==> src/rtl/core/ppds_pkg.sv <==
// Shared types and constants for the position PID differential steering block.
// Holds register indexes, field widths, FSM and command types, and the target limiter.
// No dependencies.
package ppds_pkg;

    // Field widths
    localparam int GAIN_W   = 16;
    localparam int ERR_W    = 16;
    localparam int SPEED_W  = 16;
    localparam int TGT_W    = 15;
    localparam int SUM_W    = 32;
    localparam int CFG_IDX_W = 3;
    localparam int CFG_DATA_W = 16;

    // Shared multiplier operand and product widths
    localparam int MUL_A_W = 17;
    localparam int MUL_B_W = 33;
    localparam int PROD_W  = MUL_A_W + MUL_B_W;
    localparam int TSUM_W  = 26;

    // Configuration register indexes
    localparam logic [CFG_IDX_W-1:0] CFG_PROP_GAIN      = 3'd0;
    localparam logic [CFG_IDX_W-1:0] CFG_INTEG_GAIN     = 3'd1;
    localparam logic [CFG_IDX_W-1:0] CFG_DERIV_GAIN     = 3'd2;
    localparam logic [CFG_IDX_W-1:0] CFG_CORR_UPPER     = 3'd3;
    localparam logic [CFG_IDX_W-1:0] CFG_CORR_LOWER     = 3'd4;
    localparam logic [CFG_IDX_W-1:0] CFG_SPEED_PER_UNIT = 3'd5;

    // Reset values of the configuration registers
    localparam logic [GAIN_W-1:0] RST_PROP_GAIN      = 16'sd256;
    localparam logic [GAIN_W-1:0] RST_INTEG_GAIN     = 16'sd0;
    localparam logic [GAIN_W-1:0] RST_DERIV_GAIN     = 16'sd0;
    localparam logic [GAIN_W-1:0] RST_CORR_UPPER     = 16'sd3200;
    localparam logic [GAIN_W-1:0] RST_CORR_LOWER     = -16'sd3200;
    localparam logic [GAIN_W-1:0] RST_SPEED_PER_UNIT = 16'd33;

    localparam logic [TGT_W-1:0] TGT_MAX = 15'h7FFF;

    // Item request types
    localparam logic REQ_STEP  = 1'b0;
    localparam logic REQ_CLEAR = 1'b1;

    typedef enum logic [2:0] {
        ST_IDLE,
        ST_MUL_P,
        ST_MUL_I,
        ST_MUL_D,
        ST_SUM,
        ST_SCALE,
        ST_FINISH
    } state_t;

    typedef enum logic [1:0] {
        MUL_P,
        MUL_I,
        MUL_D,
        MUL_S
    } mul_sel_t;

    // Commands from the controller to the datapath
    typedef struct packed {
        logic     load_item;
        logic     clear_item;
        mul_sel_t mul_sel;
        logic     acc_init;
        logic     acc_add;
        logic     corr_load;
        logic     out_load;
    } dp_cmd_t;

    // Limit a signed wheel target to 0..32767
    function automatic logic [TGT_W-1:0] sat_target(input logic signed [TSUM_W-1:0] v);
        logic [TGT_W-1:0] r;
        if (v < 0)
        begin
            r = '0;
        end
        else if (v > $signed({{(TSUM_W-TGT_W){1'b0}}, TGT_MAX}))
        begin
            r = TGT_MAX;
        end
        else
        begin
            r = v[TGT_W-1:0];
        end
        return r;
    endfunction

endpackage

==> src/rtl/core/ppds_ctrl.sv <==
// Sequencing FSM for the position PID steering block.
// Drives the datapath command struct and the input/output handshakes.
// Depends on ppds_pkg.
module ppds_ctrl (
    input  logic              clk,
    input  logic              rst_n,
    input  logic              in_valid,
    output logic              in_ready,
    input  logic              req_type,
    output logic              out_valid,
    input  logic              out_ready,
    output ppds_pkg::dp_cmd_t cmd
);
    import ppds_pkg::*;

    state_t state_reg;
    state_t state_next;
    logic   out_valid_reg;
    logic   out_valid_next;
    logic   slot_free;

    // Output slot can take a new item when empty or being drained
    assign slot_free = !out_valid_reg || out_ready;

    // Next state
    always_comb
    begin
        state_next = state_reg;
        case (state_reg)
            ST_IDLE:
            begin
                if (in_valid)
                begin
                    state_next = (req_type == REQ_CLEAR) ? ST_FINISH : ST_MUL_P;
                end
            end
            ST_MUL_P:  state_next = ST_MUL_I;
            ST_MUL_I:  state_next = ST_MUL_D;
            ST_MUL_D:  state_next = ST_SUM;
            ST_SUM:    state_next = ST_SCALE;
            ST_SCALE:  state_next = ST_FINISH;
            ST_FINISH:
            begin
                if (slot_free)
                begin
                    state_next = ST_IDLE;
                end
            end
            default:   state_next = ST_IDLE;
        endcase
    end

    // Outputs and datapath commands
    always_comb
    begin
        cmd            = '0;
        cmd.mul_sel    = MUL_P;
        in_ready       = 1'b0;
        case (state_reg)
            ST_IDLE:
            begin
                in_ready       = 1'b1;
                cmd.load_item  = in_valid;
                cmd.clear_item = in_valid && (req_type == REQ_CLEAR);
            end
            ST_MUL_P:  cmd.mul_sel = MUL_P;
            ST_MUL_I:
            begin
                cmd.mul_sel  = MUL_I;
                cmd.acc_init = 1'b1;
            end
            ST_MUL_D:
            begin
                cmd.mul_sel = MUL_D;
                cmd.acc_add = 1'b1;
            end
            ST_SUM:    cmd.corr_load = 1'b1;
            ST_SCALE:  cmd.mul_sel = MUL_S;
            ST_FINISH:
            begin
                // Keep the speed product in place while the output slot is busy
                cmd.mul_sel  = MUL_S;
                cmd.out_load = slot_free;
            end
            default:   cmd.mul_sel = MUL_P;
        endcase
    end

    // Output valid: set on load, drop when taken
    always_comb
    begin
        out_valid_next = out_valid_reg;
        if (cmd.out_load)
        begin
            out_valid_next = 1'b1;
        end
        else if (out_ready)
        begin
            out_valid_next = 1'b0;
        end
    end

    always_ff @(posedge clk or negedge rst_n)
    begin
        if (!rst_n)
        begin
            state_reg     <= ST_IDLE;
            out_valid_reg <= 1'b0;
        end
        else
        begin
            state_reg     <= state_next;
            out_valid_reg <= out_valid_next;
        end
    end

    assign out_valid = out_valid_reg;

    // A step item always starts with the proportional multiply
    a_step_start: assert property (@(posedge clk) disable iff (!rst_n)
        in_valid && in_ready && (req_type == REQ_STEP) |=> state_reg == ST_MUL_P)
        else $error("step item did not start the multiply sequence");

    // A new result only appears out of the finish state
    a_out_src: assert property (@(posedge clk) disable iff (!rst_n)
        $rose(out_valid_reg) |-> $past(state_reg) == ST_FINISH)
        else $error("result raised outside the finish state");

    // A full, stalled output slot holds the finished item back
    a_finish_hold: assert property (@(posedge clk) disable iff (!rst_n)
        state_reg == ST_FINISH && out_valid_reg && !out_ready |=> state_reg == ST_FINISH)
        else $error("finished item overwrote a waiting result");

endmodule

==> src/rtl/core/ppds_dp.sv <==
// Datapath for the position PID steering block: configuration registers,
// PID state, shared 17x33 multiplier, accumulator, limiters and output register.
// Depends on ppds_pkg.
module ppds_dp (
    input  logic                                   clk,
    input  logic                                   rst_n,
    input  ppds_pkg::dp_cmd_t                      cmd,
    input  logic                                   cfg_we,
    input  logic [ppds_pkg::CFG_IDX_W-1:0]         cfg_index,
    input  logic [ppds_pkg::CFG_DATA_W-1:0]        cfg_data,
    input  logic signed [ppds_pkg::ERR_W-1:0]      sensor_err,
    input  logic signed [ppds_pkg::SPEED_W-1:0]    base_speed,
    output logic signed [ppds_pkg::GAIN_W-1:0]     correction,
    output logic [ppds_pkg::TGT_W-1:0]             left_target,
    output logic [ppds_pkg::TGT_W-1:0]             right_target
);
    import ppds_pkg::*;

    // Configuration
    logic signed [GAIN_W-1:0]  kp_reg, ki_reg, kd_reg, upper_reg, lower_reg;
    logic [GAIN_W-1:0]         spu_reg;

    // PID state and item registers
    logic signed [SUM_W-1:0]   err_sum_reg, err_sum_next;
    logic signed [ERR_W-1:0]   prev_err_reg, prev_err_next;
    logic signed [ERR_W-1:0]   err_reg;
    logic signed [SPEED_W-1:0] base_reg;
    logic signed [ERR_W:0]     delta_reg, delta_next;
    logic                      clr_reg;

    // Arithmetic
    logic signed [MUL_A_W-1:0] mul_a;
    logic signed [MUL_B_W-1:0] mul_b;
    logic signed [PROD_W-1:0]  prod_reg;
    logic signed [PROD_W-1:0]  acc_reg, acc_next;
    logic signed [PROD_W-1:0]  raw_sum;
    logic signed [PROD_W-1:0]  raw_shift;
    logic signed [PROD_W-1:0]  upper_ext, lower_ext;
    logic signed [GAIN_W-1:0]  corr_reg, corr_next;
    logic signed [SUM_W:0]     sum_wide;
    logic signed [PROD_W-1:0]  diff_full;
    logic signed [TSUM_W-1:0]  diff_t, base_t;

    // Output register
    logic signed [GAIN_W-1:0]  corr_out_reg, corr_out_next;
    logic [TGT_W-1:0]          left_reg, left_next;
    logic [TGT_W-1:0]          right_reg, right_next;

    // Configuration writes; indexes past the list are ignored
    always_ff @(posedge clk or negedge rst_n)
    begin
        if (!rst_n)
        begin
            kp_reg    <= RST_PROP_GAIN;
            ki_reg    <= RST_INTEG_GAIN;
            kd_reg    <= RST_DERIV_GAIN;
            upper_reg <= RST_CORR_UPPER;
            lower_reg <= RST_CORR_LOWER;
            spu_reg   <= RST_SPEED_PER_UNIT;
        end
        else if (cfg_we)
        begin
            case (cfg_index)
                CFG_PROP_GAIN:      kp_reg    <= cfg_data;
                CFG_INTEG_GAIN:     ki_reg    <= cfg_data;
                CFG_DERIV_GAIN:     kd_reg    <= cfg_data;
                CFG_CORR_UPPER:     upper_reg <= cfg_data;
                CFG_CORR_LOWER:     lower_reg <= cfg_data;
                CFG_SPEED_PER_UNIT: spu_reg   <= cfg_data;
                default:            ;
            endcase
        end
    end

    // Error sum update with 32-bit saturation (cleared on a zero error), delta and last error
    always_comb
    begin
        err_sum_next  = err_sum_reg;
        prev_err_next = prev_err_reg;
        delta_next    = delta_reg;
        sum_wide      = {err_sum_reg[SUM_W-1], err_sum_reg}
                      + {{(SUM_W+1-ERR_W){sensor_err[ERR_W-1]}}, sensor_err};
        if (cmd.load_item)
        begin
            if (cmd.clear_item)
            begin
                err_sum_next  = '0;
                prev_err_next = '0;
            end
            else
            begin
                if (sensor_err == '0)
                begin
                    err_sum_next = '0;
                end
                else if (sum_wide[SUM_W] != sum_wide[SUM_W-1])
                begin
                    err_sum_next = sum_wide[SUM_W] ? {1'b1, {(SUM_W-1){1'b0}}}
                                                   : {1'b0, {(SUM_W-1){1'b1}}};
                end
                else
                begin
                    err_sum_next = sum_wide[SUM_W-1:0];
                end
                delta_next    = {sensor_err[ERR_W-1], sensor_err}
                              - {prev_err_reg[ERR_W-1], prev_err_reg};
                prev_err_next = sensor_err;
            end
        end
    end

    always_ff @(posedge clk or negedge rst_n)
    begin
        if (!rst_n)
        begin
            err_sum_reg  <= '0;
            prev_err_reg <= '0;
        end
        else
        begin
            err_sum_reg  <= err_sum_next;
            prev_err_reg <= prev_err_next;
        end
    end

    // Latch the item payload
    always_ff @(posedge clk)
    begin
        delta_reg <= delta_next;
        if (cmd.load_item)
        begin
            err_reg  <= sensor_err;
            base_reg <= base_speed;
            clr_reg  <= cmd.clear_item;
        end
    end

    // Select operands of the shared multiplier
    always_comb
    begin
        case (cmd.mul_sel)
            MUL_P:
            begin
                mul_a = {kp_reg[GAIN_W-1], kp_reg};
                mul_b = {{(MUL_B_W-ERR_W){err_reg[ERR_W-1]}}, err_reg};
            end
            MUL_I:
            begin
                mul_a = {ki_reg[GAIN_W-1], ki_reg};
                mul_b = {err_sum_reg[SUM_W-1], err_sum_reg};
            end
            MUL_D:
            begin
                mul_a = {kd_reg[GAIN_W-1], kd_reg};
                mul_b = {{(MUL_B_W-ERR_W-1){delta_reg[ERR_W]}}, delta_reg};
            end
            MUL_S:
            begin
                mul_a = {corr_reg[GAIN_W-1], corr_reg};
                mul_b = {{(MUL_B_W-GAIN_W){1'b0}}, spu_reg};
            end
            default:
            begin
                mul_a = '0;
                mul_b = '0;
            end
        endcase
    end

    // Accumulate PID terms, then floor-shift and limit (upper first, lower last)
    always_comb
    begin
        upper_ext = {{(PROD_W-GAIN_W){upper_reg[GAIN_W-1]}}, upper_reg};
        lower_ext = {{(PROD_W-GAIN_W){lower_reg[GAIN_W-1]}}, lower_reg};
        raw_sum   = acc_reg + prod_reg;
        raw_shift = raw_sum >>> 8;
        acc_next  = acc_reg;
        if (cmd.acc_init)
        begin
            acc_next = prod_reg;
        end
        else if (cmd.acc_add)
        begin
            acc_next = raw_sum;
        end
        corr_next = corr_reg;
        if (cmd.load_item)
        begin
            corr_next = '0;
        end
        else if (cmd.corr_load)
        begin
            if (raw_shift < lower_ext)
            begin
                corr_next = lower_reg;
            end
            else if (raw_shift > upper_ext)
            begin
                corr_next = (upper_reg < lower_reg) ? lower_reg : upper_reg;
            end
            else
            begin
                corr_next = raw_shift[GAIN_W-1:0];
            end
        end
    end

    always_ff @(posedge clk)
    begin
        prod_reg <= mul_a * mul_b;
        acc_reg  <= acc_next;
        corr_reg <= corr_next;
    end

    // Wheel targets from the scaled correction
    always_comb
    begin
        diff_full     = prod_reg >>> 8;
        diff_t        = diff_full[TSUM_W-1:0];
        base_t        = {{(TSUM_W-SPEED_W){base_reg[SPEED_W-1]}}, base_reg};
        corr_out_next = corr_out_reg;
        left_next     = left_reg;
        right_next    = right_reg;
        if (cmd.out_load)
        begin
            if (clr_reg)
            begin
                corr_out_next = '0;
                left_next     = '0;
                right_next    = '0;
            end
            else
            begin
                corr_out_next = corr_reg;
                left_next     = sat_target(base_t - diff_t);
                right_next    = sat_target(base_t + diff_t);
            end
        end
    end

    always_ff @(posedge clk)
    begin
        corr_out_reg <= corr_out_next;
        left_reg     <= left_next;
        right_reg    <= right_next;
    end

    assign correction   = corr_out_reg;
    assign left_target  = left_reg;
    assign right_target = right_reg;

    // The lower limit is applied last, so a limited correction never falls below it
    a_corr_floor: assert property (@(posedge clk) disable iff (!rst_n)
        cmd.corr_load && !cmd.load_item |=> corr_reg >= $past(lower_reg))
        else $error("correction below lower limit");

    // A clear item loads an all-zero result
    a_clear_zero: assert property (@(posedge clk) disable iff (!rst_n)
        cmd.out_load && clr_reg |=> corr_out_reg == '0 && left_reg == '0 && right_reg == '0)
        else $error("clear item gave a nonzero result");

    // A clear item empties the error sum and the last error
    a_clear_state: assert property (@(posedge clk) disable iff (!rst_n)
        cmd.load_item && cmd.clear_item |=> err_sum_reg == '0 && prev_err_reg == '0)
        else $error("clear item left PID state behind");

endmodule

==> src/rtl/core/position_pid_differential_steering_top.sv <==
// Position PID loop of a line-following differential steering controller.
// Top level; instantiates ppds_ctrl and ppds_dp, uses ppds_pkg.
//
// Usage:
//   Input channel (in_valid/in_ready) carries req_type, sensor_err and
//   base_speed. A step item runs the PID and yields correction plus left and
//   right wheel targets; a clear item zeroes the error sum and last error and
//   yields an all-zero result. Every item gives exactly one result on the
//   output channel (out_valid/out_ready).
//   A step item steps through MUL_P, MUL_I, MUL_D, SUM, SCALE and FINISH: the
//   four multiplies (P, I, D and speed scaling) share one 17x33 multiplier
//   in turn, with the sum and limit in SUM and the output load in FINISH. A
//   clear item goes straight to FINISH. One item is in work at a time; the
//   next is accepted the cycle after the result loads.
//   If the receiver stalls, the result holds in the output register; a
//   following item is still accepted and runs until it waits for that
//   register to drain.
//   Reset (rst_n low, asynchronous) loads the default gains and limits,
//   clears the error sum and last error, and empties the output.
//   Configuration writes (cfg_we, cfg_index, cfg_data) take effect at once;
//   make them only while the block is idle.
module position_pid_differential_steering_top (
    input  logic                                   clk,
    input  logic                                   rst_n,
    input  logic                                   cfg_we,
    input  logic [ppds_pkg::CFG_IDX_W-1:0]         cfg_index,
    input  logic [ppds_pkg::CFG_DATA_W-1:0]        cfg_data,
    input  logic                                   in_valid,
    output logic                                   in_ready,
    input  logic                                   req_type,
    input  logic signed [ppds_pkg::ERR_W-1:0]      sensor_err,
    input  logic signed [ppds_pkg::SPEED_W-1:0]    base_speed,
    output logic                                   out_valid,
    input  logic                                   out_ready,
    output logic signed [ppds_pkg::GAIN_W-1:0]     correction,
    output logic [ppds_pkg::TGT_W-1:0]             left_target,
    output logic [ppds_pkg::TGT_W-1:0]             right_target
);
    import ppds_pkg::*;

    dp_cmd_t cmd;

    // Sequencer
    ppds_ctrl u_ctrl (
        .clk       (clk),
        .rst_n     (rst_n),
        .in_valid  (in_valid),
        .in_ready  (in_ready),
        .req_type  (req_type),
        .out_valid (out_valid),
        .out_ready (out_ready),
        .cmd       (cmd)
    );

    // Arithmetic and storage
    ppds_dp u_dp (
        .clk          (clk),
        .rst_n        (rst_n),
        .cmd          (cmd),
        .cfg_we       (cfg_we),
        .cfg_index    (cfg_index),
        .cfg_data     (cfg_data),
        .sensor_err   (sensor_err),
        .base_speed   (base_speed),
        .correction   (correction),
        .left_target  (left_target),
        .right_target (right_target)
    );

endmodule
==> config.mk <==
export PLATFORM = sky130hd
export DESIGN_NAME = position_pid_differential_steering_top
export DESIGN_NICKNAME = d
export VERILOG_FILES = /design/src/rtl/core/ppds_pkg.sv /design/src/rtl/core/ppds_ctrl.sv /design/src/rtl/core/ppds_dp.sv /design/src/rtl/core/position_pid_differential_steering_top.sv
export SDC_FILE = /design/constraint.sdc
export NUM_CORES = 2
export LEC_CHECK = 0
export BUFFER_PORTS_ARGS = -buffer_cell sky130_fd_sc_hd__buf_2
export CAP_MARGIN = 20
export CORE_MARGIN = 8
export CORE_UTILIZATION = 50
export CTS_CLUSTER_SIZE = 30
export DETAILED_ROUTE_END_ITERATION = 6
export GPL_TIMING_DRIVEN = 0
export MAX_ROUTING_LAYER = met4
export PLACE_DENSITY = 0.65
export SYNTH_ARGS = -nofsm -noshare
export SYNTH_HDL_FRONTEND = slang
export SYNTH_HIERARCHICAL = 1
export SYNTH_SLANG_ARGS = --single-unit
==> constraint.sdc <==
create_clock -name clk -period 10.3 [get_ports clk]
set_clock_uncertainty 0.05 [all_clocks]
set_input_delay 1.545 -clock clk [delete_from_list [all_inputs] [get_ports clk]]
set_output_delay 1.545 -clock clk [all_outputs]
set_load 0.03 [all_outputs]
==> metrics.cfg <==
[setup_path]
worstSetupPathType=reg2reg
slowest_delay_ps=600
cp.arrival_ps=10330
path_common_cell=fa_1
slowest_stage=fa_1
startpoint_type=flop
path_max_fanout=10
required_ps=10720
endpoint_kind=flop

[sta]
timing.final.max_slew_violations=0
setup_viol=0
period_minus_slack_ps=9910
worstMarginPinSlew_ps=1180
rsz0062_at_grt=no
fin_crit_sh=0.962
max-slew-margin-rel=0.205
max_freq_mhz=101
hold_viol=0

[synth]
async_flop_share=0.411
synth_flop_cell=edfxtp_1
synth_top_family_by_area=adder cells
synth_nets=5507
synth_area_per_cell_um2=9.34
muxShareOfSynthArea=0.0446
syn_area_um2=42600
synth_edf_count=146
yosysUniqueCellTypes=106
synthSimpleGateAreaFrac=0.133
ys_ff_latch=360
yosys_warnings=6
synth-adder-area-share=0.356
synth-xor-area-share=0.0333
ys_seq_area_frac=0.221
synthCells=4558
synth-compound-area-share=0.130

[floorplan]
num_rows=107
die_h_um=308
core_region_area_um2=84700
io_pins=105
die_w_um=308
die_area_um2=94800
initial_core_util=0.503

[cells_and_area]
syn_to_final_growth_pct=8.30
fin_util=0.544
most-common-layout-cells=705 x inv_1, 532 x fa_1, 486 x nand2_1
layout-drive-gt1-share=0.0908
mostFrequentLayoutCell=inv_1
design_area_um2=46100
nets=5650

[place]
routabilityCongestion=0.977
port_buffers=103
postPlaceCellArea_um2=44600
dp_hpwl_um=100000

[grt]
grt_max_degree=98
antenna_found_initial=3
grt_usage=0.269
first_global_vias=34000
grt-ovfl-total=0
grt_pass1_wl_um=194000

[cts]
clk_latency_ps=610
tritoncts_num_sinks=360
cts_buffers=44
cts_tree=yes
clk_path_buf_depth=3
clockRootBuffer=clkbuf_16
cts-htree-levels=2
cts.reportedPaths.clkPinSlew_ps=70

[detailed_routing]
dr.pass1.iters=5
routedWlPerCell_um=20.9
viasPerCell=5.63
vias=33100
drt-initial-drc-count=2447
antenna_left=0
wl_um=123000
drc=0

[job]
max_cap_viol_count=0

[min_path]
min_path_type=reg2reg

[outcome]
outcome=finished, final reports clean

## synth_stat cells (all sizes together) (8+ instances only)
cell,n,area [um2]
nor3,43,226
mux4,10,225
nor2,394,1480
edfxtp,146,4380
o21ai,180,901
a21oi,237,1190
nand4,33,206
clkbuf,153,616
o211ai,12,90.1
mux2i,30,300
a31oi,21,131
fa,532,10700
nand3b,21,170
o21a,39,293
and2,39,246
xor2,55,482
o31ai,29,236
nand3,51,255
or2,8,50.1
a211oi,15,128
mux2,122,1370
nor4,14,115
ha,360,4500
nor2b,84,526
xnor2,107,937
and3,18,113
buf,33,226
a211o,8,70.1
a21boi,24,218
or3,8,50.1
nand2b,30,195
dfstp,13,342
inv,705,2650
nand2,486,1820
a2111oi,15,150
dfrtp,135,3380
dfxtp,66,1320
o21bai,22,165
a21o,142,1070
## repair_timing
item	4_1_cts	5_1_grt
gates resized for setup	8	36
endpoints found under the setup margin	11	11
hold buffers	0	0
buffers inserted	0	0
endpoints found under the hold margin	0	0
## through the flow
stage	hold slack, ps	instances	setup WS (ps)	setup TNS (ps)
floorplan	406	4558	1670	0
global placement	418	5805	-667	-2700
detailed placement	427	5809	-665	-2970
CTS	441	5891	4.75	0
global route	461	5881	7.23	0
finish	442	5882	389	0
## layout make-up
class	instances	area (um2)
fill	7794	38600
multi-input combinational	3305	29700
sequential	360	9430
inverter	707	2650
tap	1144	1430
clock buffer	55	1220
buffer	176	827
timing repair buffer	107	604
clock inverter	27	234
antenna	1	2.50
## critical path, delay by kind of cell, from the launching register on
family,cells,cell delay [ps]
fa+ha+maj,7,3430
compound gates,9,2730
buf+inv,5,1430
simple gates,6,1340
flops,1,370
xor+xnor,1,250
mux,1,130
## worst paths after layout
check | depth (start not counted) | to | from | slack, ps
setup / recovery | 29 | u_dp/prod_reg[49]$_DFF_P_ | u_ctrl/state_reg[1]$_DFFE_PN0P_ | 390
hold / removal | 2 | u_dp/prev_err_reg[0]$_DFFE_PN0P_ | u_dp/prev_err_reg[0]$_DFFE_PN0P_ | 440
setup reg to reg | 29 | u_dp/prod_reg[49]$_DFF_P_ | u_ctrl/state_reg[1]$_DFFE_PN0P_ | 390
hold reg to reg | 2 | u_dp/prev_err_reg[0]$_DFFE_PN0P_ | u_dp/prev_err_reg[0]$_DFFE_PN0P_ | 440
max in group asynchronous | 2 | u_dp/lower_reg[15]$_DFFE_PN1P_ | rst_n | 8460
min in group asynchronous | 1 | u_dp/prev_err_reg[14]$_DFFE_PN0P_ | rst_n | 850
## cell families (layout without fill, tap and decap cells)
logic type / after synthesis / in the layout
and+or+nand+nor: 1252 / 1252
buffers and inverters: 893 / 1072
adders and majority gates: 892 / 892
other: 0 / 1
muxes: 162 / 162
DFF: 360 / 360
AOI/OAI and AO/OA: 837 / 837
xor gates and xnor gates: 162 / 162
## per-layer routing
metal  track usage  vias up  routed length, um
li1              -    15300                  -
met1         0.353    16400              52300
met2         0.425     1166              56300
met3        0.0444      199               9560
met4        0.0897        0               4760
met5             -        -                  0
Power is left out: the tool's default activity adds up to more than one toggle a clock period on the data nets, which glitch-free logic cannot reach.
